[config.mk]
export PLATFORM = sky130hd
export DESIGN_NAME = mesh_secure_beacon_tracker
export DESIGN_NICKNAME = d
export VERILOG_FILES = /design/src/hw/rtl/mbt_pkg.sv /design/src/hw/rtl/mesh_secure_beacon_tracker.sv
export SDC_FILE = /design/constraint.sdc
export NUM_CORES = 2
export LEC_CHECK = 0
export ABC_AREA = 1
export BUFFER_PORTS_ARGS = -buffer_cell sky130_fd_sc_hd__buf_2
export CORE_UTILIZATION = 30
export CTS_BUF_LIST = sky130_fd_sc_hd__clkbuf_8
export CTS_CLUSTER_SIZE = 30
export DETAILED_ROUTE_END_ITERATION = 10
export GPL_TIMING_DRIVEN = 0
export PLACE_DENSITY = 0.5
export SLEW_MARGIN = 40
export SYNTH_ARGS = -nofsm -noshare
export SYNTH_HDL_FRONTEND = slang
export SYNTH_SLANG_ARGS = --single-unit
[constraint.sdc]
create_clock -name aclk -period 35.8 [get_ports aclk]
set_clock_uncertainty 0.2 [all_clocks]
set_input_delay 3.58 -clock aclk [delete_from_list [all_inputs] [get_ports aclk]]
set_output_delay 3.58 -clock aclk [all_outputs]
set_load 0.02 [all_outputs]
[src/hw/rtl/mbt_pkg.sv]
// ----------------------------------------------------------------------------
// mbt_pkg
// Shared constants and codes for the secure network beacon tracker.
// ----------------------------------------------------------------------------
package mbt_pkg;

    localparam int RING_DEPTH = 16;
    localparam int PTR_W      = $clog2(RING_DEPTH);
    localparam int CNT_W      = $clog2(RING_DEPTH + 1);

    localparam int IV_WINDOW  = 48;
    localparam int MS_PER_S   = 1000;
    localparam int BYTE_W     = 8;

    localparam int DIVD_W     = 12 + CNT_W;
    localparam int BIT_W      = $clog2(DIVD_W);

    typedef enum logic [1:0] {
        OP_RECEIVE = 2'd0,
        OP_TICK    = 2'd1,
        OP_START   = 2'd2
    } op_t;

    typedef enum logic [2:0] {
        IV_NONE    = 3'd0,
        IV_START   = 3'd1,
        IV_RECOVER = 3'd2,
        IV_STOP    = 3'd3,
        IV_TOO_OLD = 3'd4
    } iv_action_t;

    typedef enum logic [1:0] {
        CFG_NETWORK_ID = 2'd0,
        CFG_PERIOD     = 2'd1,
        CFG_EXPECTED   = 2'd2
    } cfg_index_t;

endpackage

[src/hw/rtl/mesh_secure_beacon_tracker.sv]
// ----------------------------------------------------------------------------
// mesh_secure_beacon_tracker
// Secure network beacon checker, IV index classifier and send interval timer.
// ----------------------------------------------------------------------------
//  channel  dir  handshake            payload
//  s_*      in   s_valid / s_ready    operation, beacon fields, now_seconds
//  m_*      out  m_valid / m_ready    accepted, iv_action, new_iv, interval, count
//  cfg_*    in   cfg_valid/cfg_ready  cfg_index, cfg_data
//
//  receive beats pass the check state before the result; start and unused beats
//  go straight to it; tick beats walk the ring, then multiply, divide and scale:
//  the ring walk and the restoring divider share one subtractor, one step per cycle
//  s_ready is high only while the sequencer is idle; a finished result waits
//  in the output register, so a new beat is taken while m_valid stalls
//  aresetn clears the sequencer, ring valid bits, pointer and last auth, and resets config
// ----------------------------------------------------------------------------
module mesh_secure_beacon_tracker
    import mbt_pkg::*;
(
    input  logic        aclk,
    input  logic        aresetn,

    input  logic        s_valid,
    output logic        s_ready,
    input  logic [1:0]  s_operation,
    input  logic [63:0] s_beacon_network_id,
    input  logic [63:0] s_received_auth,
    input  logic [63:0] s_computed_auth,
    input  logic        s_update_flag,
    input  logic [31:0] s_beacon_iv,
    input  logic [31:0] s_local_iv,
    input  logic [15:0] s_now_seconds,

    output logic        m_valid,
    input  logic        m_ready,
    output logic        m_accepted,
    output logic [2:0]  m_iv_action,
    output logic [31:0] m_new_iv,
    output logic [25:0] m_interval_ms,
    output logic [4:0]  m_recent_count,

    input  logic        cfg_valid,
    output logic        cfg_ready,
    input  logic [1:0]  cfg_index,
    input  logic [63:0] cfg_data
);

    typedef enum logic [2:0] {
        ST_IDLE,
        ST_RECV,
        ST_WALK,
        ST_MULT,
        ST_DIV,
        ST_SCALE,
        ST_OUT
    } state_t;

    state_t state_reg;

    // configuration
    logic [63:0]       net_id_reg;
    logic [11:0]       period_reg;
    logic [7:0]        expected_reg;

    // beacon history
    logic [15:0]       stamp_reg [RING_DEPTH];
    logic [RING_DEPTH-1:0] stamp_valid_reg;
    logic [PTR_W-1:0]  ptr_reg;
    logic [63:0]       last_auth_reg;

    // latched beat
    logic [63:0]       nid_reg;
    logic [63:0]       rauth_reg;
    logic [63:0]       cauth_reg;
    logic              flag_reg;
    logic [31:0]       biv_reg;
    logic [31:0]       liv_reg;
    logic [15:0]       now_reg;

    // working registers
    logic [CNT_W-1:0]  count_reg;
    logic [DIVD_W-1:0] quo_reg;
    logic [7:0]        rem_reg;
    logic [BIT_W-1:0]  bit_reg;

    // results
    logic              res_acc_reg;
    logic [2:0]        res_action_reg;
    logic [31:0]       res_niv_reg;
    logic [25:0]       res_ms_reg;
    logic [CNT_W-1:0]  res_count_reg;

    // output register
    logic              m_valid_reg;
    logic              m_acc_reg;
    logic [2:0]        m_action_reg;
    logic [31:0]       m_niv_reg;
    logic [25:0]       m_ms_reg;
    logic [4:0]        m_count_reg;
    logic              out_load;

    // ---------------- walk slot ----------------
    logic [CNT_W:0]    ptr_ext;
    logic [CNT_W:0]    cnt_ext;
    logic [PTR_W-1:0]  slot;
    logic [PTR_W-1:0]  ptr_next;

    assign ptr_ext = (CNT_W+1)'(ptr_reg);
    assign cnt_ext = (CNT_W+1)'(count_reg);
    assign slot = (ptr_ext >= cnt_ext) ? PTR_W'(ptr_ext - cnt_ext)
                                       : PTR_W'(ptr_ext + (CNT_W+1)'(RING_DEPTH) - cnt_ext);
    assign ptr_next = (ptr_reg == PTR_W'(RING_DEPTH - 1)) ? '0 : ptr_reg + 1'b1;

    // ---------------- shared subtractor ----------------
    logic [8:0]  div_shift;
    logic [7:0]  divisor;
    logic [15:0] sub_a;
    logic [15:0] sub_b;
    logic [16:0] sub_y;

    assign div_shift = {rem_reg, quo_reg[DIVD_W-1]};
    assign divisor   = (expected_reg == '0) ? 8'd1 : expected_reg;

    always_comb begin
        if (state_reg == ST_DIV) begin
            sub_a = 16'(div_shift);
            sub_b = 16'(divisor);
        end else begin
            sub_a = now_reg;
            sub_b = stamp_reg[slot];
        end
    end

    assign sub_y = {1'b0, sub_a} - {1'b0, sub_b};

    logic walk_hit;
    assign walk_hit = (count_reg < CNT_W'(RING_DEPTH)) && stamp_valid_reg[slot]
                      && (sub_y[15:0] <= {4'b0, period_reg});

    // ---------------- receive checks ----------------
    logic [32:0] b33;
    logic [32:0] l33;
    logic [32:0] l_plus1;
    logic [32:0] l_plus_w;
    logic [32:0] b_plus_w;
    logic        beacon_ok;
    iv_action_t  action;

    assign b33      = {1'b0, biv_reg};
    assign l33      = {1'b0, liv_reg};
    assign l_plus1  = l33 + 33'd1;
    assign l_plus_w = l33 + 33'(IV_WINDOW);
    assign b_plus_w = b33 + 33'(IV_WINDOW);

    assign beacon_ok = (nid_reg == net_id_reg) && (rauth_reg != last_auth_reg)
                       && (cauth_reg == rauth_reg);

    always_comb begin
        if (b33 == l_plus1) begin
            action = flag_reg ? IV_START : IV_RECOVER;
        end else if (b33 > l_plus1 && b33 < l_plus_w) begin
            action = IV_RECOVER;
        end else if (!flag_reg && b33 == l33) begin
            action = IV_STOP;
        end else if (b_plus_w < l33) begin
            action = IV_TOO_OLD;
        end else begin
            action = IV_NONE;
        end
    end

    logic [DIVD_W+9:0] ms_full;
    assign ms_full = (DIVD_W+10)'(quo_reg) * (DIVD_W+10)'(MS_PER_S);

    // result moves into the output register when it is free or draining
    assign out_load = (state_reg == ST_OUT) && (!m_valid_reg || m_ready);

    // ---------------- sequencer ----------------
    always_ff @(posedge aclk) begin
        if (!aresetn) begin
            state_reg       <= ST_IDLE;
            net_id_reg      <= '0;
            period_reg      <= 12'd120;
            expected_reg    <= 8'd10;
            stamp_valid_reg <= '0;
            ptr_reg         <= '0;
            last_auth_reg   <= '0;
            m_valid_reg     <= 1'b0;
        end else begin
            if (cfg_valid) begin
                unique case (cfg_index)
                    CFG_NETWORK_ID: net_id_reg   <= cfg_data;
                    CFG_PERIOD:     period_reg   <= cfg_data[11:0];
                    CFG_EXPECTED:   expected_reg <= cfg_data[BYTE_W-1:0];
                    default: ;
                endcase
            end

            if (out_load) begin
                m_valid_reg <= 1'b1;
            end else if (m_valid_reg && m_ready) begin
                m_valid_reg <= 1'b0;
            end

            unique case (state_reg)
                ST_IDLE: begin
                    if (s_valid) begin
                        nid_reg        <= s_beacon_network_id;
                        rauth_reg      <= s_received_auth;
                        cauth_reg      <= s_computed_auth;
                        flag_reg       <= s_update_flag;
                        biv_reg        <= s_beacon_iv;
                        liv_reg        <= s_local_iv;
                        now_reg        <= s_now_seconds;
                        count_reg      <= CNT_W'(1);
                        res_acc_reg    <= 1'b0;
                        res_action_reg <= IV_NONE;
                        res_niv_reg    <= '0;
                        res_ms_reg     <= '0;
                        res_count_reg  <= '0;
                        case (s_operation)
                            OP_RECEIVE: state_reg <= ST_RECV;
                            OP_TICK:    state_reg <= ST_WALK;
                            OP_START: begin
                                stamp_valid_reg <= '0;
                                state_reg       <= ST_OUT;
                            end
                            default:    state_reg <= ST_OUT;
                        endcase
                    end
                end
                ST_RECV: begin
                    if (beacon_ok) begin
                        res_acc_reg    <= 1'b1;
                        res_action_reg <= action;
                        res_niv_reg    <= (action == IV_RECOVER) ? biv_reg : '0;
                        if (action != IV_TOO_OLD) begin
                            last_auth_reg            <= rauth_reg;
                            stamp_reg[ptr_reg]       <= now_reg;
                            stamp_valid_reg[ptr_reg] <= 1'b1;
                            ptr_reg                  <= ptr_next;
                        end
                    end
                    state_reg <= ST_OUT;
                end
                ST_WALK: begin
                    // one ring slot per cycle, newest first
                    if (walk_hit) begin
                        count_reg <= count_reg + 1'b1;
                    end else begin
                        state_reg <= ST_MULT;
                    end
                end
                ST_MULT: begin
                    quo_reg       <= DIVD_W'(period_reg) * DIVD_W'(count_reg);
                    rem_reg       <= '0;
                    bit_reg       <= BIT_W'(DIVD_W - 1);
                    res_count_reg <= count_reg;
                    state_reg     <= ST_DIV;
                end
                ST_DIV: begin
                    // restoring division, one quotient bit per cycle
                    rem_reg <= sub_y[16] ? div_shift[7:0] : sub_y[7:0];
                    quo_reg <= {quo_reg[DIVD_W-2:0], ~sub_y[16]};
                    bit_reg <= bit_reg - 1'b1;
                    if (bit_reg == '0) begin
                        state_reg <= ST_SCALE;
                    end
                end
                ST_SCALE: begin
                    res_ms_reg <= 26'(ms_full);
                    state_reg  <= ST_OUT;
                end
                ST_OUT: begin
                    if (out_load) begin
                        m_acc_reg    <= res_acc_reg;
                        m_action_reg <= res_action_reg;
                        m_niv_reg    <= res_niv_reg;
                        m_ms_reg     <= res_ms_reg;
                        m_count_reg  <= 5'(res_count_reg);
                        state_reg    <= ST_IDLE;
                    end
                end
                default: state_reg <= ST_IDLE;
            endcase
        end
    end

    assign s_ready        = (state_reg == ST_IDLE);
    assign cfg_ready      = 1'b1;
    assign m_valid        = m_valid_reg;
    assign m_accepted     = m_acc_reg;
    assign m_iv_action    = m_action_reg;
    assign m_new_iv       = m_niv_reg;
    assign m_interval_ms  = m_ms_reg;
    assign m_recent_count = m_count_reg;

    // ---------------- assertions ----------------
    a_busy_after_accept: assert property (@(posedge aclk) disable iff (!aresetn)
        s_valid && s_ready |=> !s_ready)
        else $error("input accepted while a beat is in flight");

    a_walk_count_range: assert property (@(posedge aclk) disable iff (!aresetn)
        state_reg == ST_WALK |-> count_reg >= CNT_W'(1) && count_reg <= CNT_W'(RING_DEPTH))
        else $error("walk count out of range");

    a_tick_not_accept: assert property (@(posedge aclk) disable iff (!aresetn)
        m_valid && m_recent_count != 5'd0 |-> !m_accepted && m_iv_action == IV_NONE)
        else $error("tick result carries beacon fields");

    a_action_needs_accept: assert property (@(posedge aclk) disable iff (!aresetn)
        m_valid && m_iv_action != IV_NONE |-> m_accepted && m_interval_ms == 26'd0)
        else $error("iv action without accepted beacon");

    a_new_iv_recover: assert property (@(posedge aclk) disable iff (!aresetn)
        m_valid && m_new_iv != 32'd0 |-> m_iv_action == IV_RECOVER)
        else $error("new iv set without recover");

endmodule
Word level (Yosys, flattened, before mapping)

Memories as Yosys holds them, arrays and structs flattened.
Cells that the tools add are included.

$add $sub $neg: 10
Multipliers: 2
$lt $le $gt $ge: 9
Eq/ne operators: 26
Multiplexer cells: 53
Bitwise operators: 2
Reduce and logical (&&, ||, !) cells: 37

Operators with widths:

| operator                | count |
|---|---|
| $eq A64 B64 Y1          | 2 |
| $mux W16                | 6 |
| $mux W32                | 3 |
| $add A32 B6 Y33 const B | 2 |
| $ne A64 B64 Y1          | 1 |
| $pmux W32 S2            | 1 |
| $pmux W26 S2            | 1 |
| $pmux W17 S2            | 1 |
| $add A32 B1 Y33 const B | 1 |
| $eq A32 B33 Y1          | 1 |
| $gt A32 B33 Y1          | 1 |
| $lt A32 B33 Y1          | 1 |
| $lt A33 B32 Y1          | 1 |
| $eq A32 B32 Y1          | 1 |
| $pmux W16 S2            | 1 |
| $mux W3                 | 10 |
| $pmux W5 S2             | 3 |
| $mux W26                | 1 |
| $mul A17 B7 Y23 const B | 1 |
| $pmux W3 S6             | 1 |
| $mul A12 B5 Y17         | 1 |
| $sub A16 B16 Y17        | 1 |
| $le A16 B12 Y1          | 1 |
| $mux W8                 | 2 |
| 41 further kinds        | 94 |

Register bits after elaboration: 614
Bits in writable memories: 256
Logic and storage cells: 169
Memories kept: 1

Memory list:

| name      | words | width | read ports | clocked after Yosys merged registers in | wr ports | line                             | text |
|---|---|---|---|---|---|---|---|
| stamp_reg | 16    | 16    | 1          | 0                                       | 1        | mesh_secure_beacon_tracker.sv:66 | `logic [15:0] stamp_reg [RING_DEPTH];` |

Logic depth before layout (Yosys ltp)

Depth after elaboration: 12
Depth in mapped cells: 35
Depth with buffers taken out: 31

Worst setup path before layout

Ideal clock, no wire load.

Path kind: input -> register
Start point: in aresetn
End point: reg biv_reg[0] (enable)
Arrival: 15.470 ns
Data required time: 34.686 ns
Slack: 19.217 ns
Stages: 3
Cells stage by stage: clkbuf_1 > clkinv_1 > nor2_1

Longest elaborated chain between the ends: 1

Ends and longest elaborated chain:

| element                     | line                              | text |
|---|---|---|
| start, declared             | mesh_secure_beacon_tracker.sv:21  | `input logic aresetn,` |
| $reduce_and A3 Y1 (no line) | n/a                               |  |
| end signal, assigned        | mesh_secure_beacon_tracker.sv:212 | `biv_reg <= s_beacon_iv;` |
| end, declared               | mesh_secure_beacon_tracker.sv:76  | `logic [31:0] biv_reg;` |

No other way between the ends.
A chain may end at the register's enable or synchronous reset.

Worst setup path in the final report

Start point: reg count_reg[0]
End point: reg count_reg[3] (enable)

Longest elaborated chain between the ends: 9

Ends and longest elaborated chain:

| element                                     | line                              | text |
|---|---|---|
| start, declared                             | mesh_secure_beacon_tracker.sv:81  | `logic [CNT_W-1:0] count_reg;` |
| start signal, assigned                      | mesh_secure_beacon_tracker.sv:249 | `count_reg <= count_reg + 1'b1;` |
| $sub A4 B4 Y4, or another cell as far along | mesh_secure_beacon_tracker.sv:111 | `: PTR_W'(ptr_ext + (CNT_W+1)'(RING_DEPTH) - cnt_ext);` |
| $mux W4                                     | mesh_secure_beacon_tracker.sv:110 | `assign slot = (ptr_ext >= cnt_ext) ? PTR_W'(ptr_ext - cnt_ext)` |
| $mem_v2 Z16 W16                             | n/a                               |  |
| $mux W16                                    | mesh_secure_beacon_tracker.sv:125 | `if (state_reg == ST_DIV) begin` |
| $sub A16 B16 Y17                            | mesh_secure_beacon_tracker.sv:134 | `assign sub_y = {1'b0, sub_a} - {1'b0, sub_b};` |
| $le A16 B12 Y1                              | mesh_secure_beacon_tracker.sv:138 | `&& (sub_y[15:0] <= {4'b0, period_reg});` |
| $logic_and A1 B1 Y1 (*)                     | mesh_secure_beacon_tracker.sv:138 |  |
| $ne A2 B2 Y1 (no line) (*)                  | n/a                               |  |
| $reduce_and A4 Y1 (no line) (*)             | n/a                               |  |

Every way passes the cells marked *; elsewhere a longest branch is shown, timed or not. The select of a mux whose other input is x is not followed.

==> results.sh <==
export IMPL_async_reset_ff_share_pct=0
export IMPL_rsz0062_at_grt="false"
export IMPL_fin_crit_sh_pct=22.3
export IMPL_hold_path_class="reg -> reg"
export IMPL_cp_slowest_stage_delay_ns=0.57
export IMPL_path_buf_inv=8
export IMPL_layout_drive_gt1_share_pct=14.6
export IMPL_hold_viol=0
export IMPL_finalSetupViolCount=0
export IMPL_fp_row_count=141
export IMPL_drt_first_pass_iters=6
export IMPL_syn_to_final_growth_pct=18.9
export IMPL_pin_count=416
export IMPL_crit_type="reg -> reg"
export IMPL_fp_dieW_um=389
export IMPL_grt_overflow=0
export IMPL_synth_seq_cells=864
export IMPL_cp_end_kind="register"
export IMPL_cts_tree="yes"
export IMPL_cts_hold_buf=0
export IMPL_drt_total_wl_um=152000
export IMPL_critPathLaunchType="register"
export IMPL_synth_edff_count=692
export IMPL_dp_worst_setup_slack_ns=27.92
export IMPL_routedWlPerCell_um=20.4
export IMPL_final_setup_tns_ns=0
export IMPL_largest_register_ffs=256
export IMPL_setup_slack_ns=27.81
export IMPL_syn_inst=4737
export IMPL_fin_crit_ns=7.99
export IMPL_cts_setup_buffers=0
export IMPL_dieArea_mm2=0.151
export IMPL_ys_types=53
export IMPL_clk_pin_slew_worst_paths_ns=0.06
export IMPL_slew_viol_final=0
export IMPL_start_util_pct=30.3
export IMPL_grt_pass1_wl_um=222000
export IMPL_htreeDepth=4
export IMPL_leakage_nw=22.5
export IMPL_cp_arrival_ns=8.33
export IMPL_synth_seq_area_share_pct=53.9
export IMPL_clockRootBuffer="clkbuf_8"
export IMPL_status="finished, final reports clean"
export IMPL_cts_buffers=153
export IMPL_crit_fanout=10
export IMPL_io_buffers=410
export IMPL_peakVddDrop_mv=0.116
export IMPL_syn_cell_area_mm2=0.0449
export IMPL_totalPowerFinal_w=0.00437
export IMPL_final_antenna_net_count=0
export IMPL_grt_util_all_layers_pct=19.9
export IMPL_clock_sinks=864
export IMPL_cts_resized_gates=0
export IMPL_power_density_mw_per_mm2=81.8
export IMPL_cp_data_required_time_ns=36.14
export IMPL_vias_per_cell=4.71
export IMPL_antenna_found_initial=25
export IMPL_drtIter0Drc=2769
export IMPL_dp_hpwl_um=121000
export IMPL_r2r_cells=32
export IMPL_vias=35100
export IMPL_crit_family="buffers and inverters"
export IMPL_slew_headroom_pct=42.6
export IMPL_avgSynthCellArea_um2=9.48
export IMPL_r2r_setup_slack_ns=27.81
export IMPL_grt_pass1_vias=34400
export IMPL_die_y_um=389
export IMPL_clk_latency_ns=0.92
export IMPL_cts_path_max_buffers=3
export IMPL_path_common_cell="nand2_1"
export IMPL_grt_max_degree=23
export IMPL_fmax_mhz=125
export IMPL_gp_congestion=0.949
export IMPL_cp_depth=32
export IMPL_cpMaxStageDelayCell="edfxtp_1"
export IMPL_yosys_warnings=0
export IMPL_fin_nets=6030
export IMPL_holdPathStages=0
export IMPL_synth_ff_type="edfxtp_1"
export IMPL_drc=0
export IMPL_max_cap_violations=0
export IMPL_tightest_slew_ns=0.861
export IMPL_core_mm2=0.148
-- layer usage --
layer | track usage (%) | vias to the layer above | wire length [um] | share of wire [%]
li1 | - | 17100 | - | -
met1 | 26.8 | 16600 | 68100 | 45
met2 | 32.1 | 1123 | 70200 | 46
met3 | 4.13 | 212 | 10100 | 6.6
met4 | 5.95 | 8 | 3880 | 2.5
met5 | 0 | - | 43 | 0.028
-- synth_stat cells, types with 12 or more instances --
cell type  count  area share (%)
xor2_1       133             2.6
xnor2_1       64             1.2
nor2_1       641             5.4
a21oi_1      251             2.8
nor2_2        20            0.28
o22ai_1       27            0.38
fa_1          90             4.0
o21ai_0      290             3.2
nor3_1        63            0.70
nor4_1        12            0.17
ha_1         209             5.8
a22oi_1       26            0.43
nand3_1      145             1.6
edfxtp_1     692              46
nand4_1       41            0.57
clkbuf_1      93            0.78
a32o_1        20            0.45
dfxtp_1      172             7.7
inv_1        547             4.6
nand2_1     1049             8.8
o21ai_1       22            0.25
-- cell families after synthesis --
group	after synthesis	synth area share, %
xor gates and xnor gates	197	3.84
DFF	864	53.9
buffers and inverters	682	5.97
AOI/OAI and AO/OA	677	8.21
and+or+nand+nor	2015	18.2
muxes	1	0.0223
adders and majority gates	299	9.83
other	2	0.0167
-- power breakdown --
| group | leakage [nW] | internal (W) | switching, W |
|---|---|---|---|
| registers | 7.72 | 0.00122 | 0.000100 |
| clock network | 1.69 | 0.000463 | 0.000443 |
| logic | 13.1 | 0.000756 | 0.00138 |
| total | 22.5 | 0.00244 | 0.00193 |
-- stage by stage --
step / instance area [um2] / utilization, % / std cells / hold slack, ns
3_3_place_gp: 49400 / 33.3 / 7079 / 0.203
4_1_cts: 53400 / 36.0 / 7440 / 0.204
5_1_grt: 53400 / 36.0 / 7449 / 0.223
6_report: 53400 / 36.0 / 7452 / 0.213
3_5_place_dp: 50400 / 34.0 / 7160 / 0.205
2_1_floorplan: 44900 / - / 4739 / 0.200
-- cell type report --
class	instances	area, um2
diodes	12	30.0
plain buffers	132	622
clock buffers	163	2240
clock inverters	117	736
fillers	15200	94800
inverters	550	2060
multi-input cells	3193	18200
flip-flops and latches	864	24200
well taps	1930	2410
repair buffers	491	2880
-- path summary, 6_finish.rpt --
path,from,end
min reg2reg,res_niv_reg[5]$_SDFFCE_PN0P_,m_new_iv[5]$_DFFE_PP_
max,count_reg[0]$_SDFFCE_PN1P_,count_reg[3]$_SDFFCE_PN0P_
min,res_niv_reg[5]$_SDFFCE_PN0P_,m_new_iv[5]$_DFFE_PP_
max reg2reg,count_reg[0]$_SDFFCE_PN1P_,count_reg[3]$_SDFFCE_PN0P_
-- worst reg2reg max path: cells and delay by family (launching register included) --
kind | cells | cell delay [ns]
compound gates | 7 | 1.56
fa+ha+maj | 4 | 1.32
flops | 1 | 0.57
buf+inv | 8 | 2.15
simple gates | 12 | 1.50
xor+xnor | 1 | 0.33
-- cells in the final DEF (no fill, tap or decap), types with 8 or more instances in the layout --
master | Yosys | layout
clkinv_1 | 2 | 27
dfxtp_1 | 172 | 172
diode_2 | 0 | 12
nor2_2 | 20 | 21
a22oi_1 | 26 | 26
o21ai_1 | 22 | 22
clkbuf_1 | 93 | 89
buf_2 | 10 | 437
nor3_2 | 0 | 19
nor4_1 | 12 | 12
nor3_1 | 63 | 44
buf_1 | 8 | 8
clkbuf_8 | 0 | 163
o21ai_0 | 290 | 290
nand3_1 | 145 | 145
nand2_1 | 1049 | 1049
buf_8 | 0 | 16
xor2_1 | 133 | 132
nand4_1 | 41 | 41
xnor2_1 | 64 | 63
nor2_1 | 641 | 637
or2_2 | 9 | 9
ha_1 | 209 | 209
a32o_1 | 20 | 20
o22ai_1 | 27 | 27
buf_6 | 10 | 11
fa_1 | 90 | 90
clkinv_2 | 0 | 21
buf_4 | 8 | 48
edfxtp_1 | 692 | 692
a21oi_1 | 251 | 249
inv_1 | 547 | 595
o211ai_1 | 9 | 9
Power figures use the tool's default switching activity.
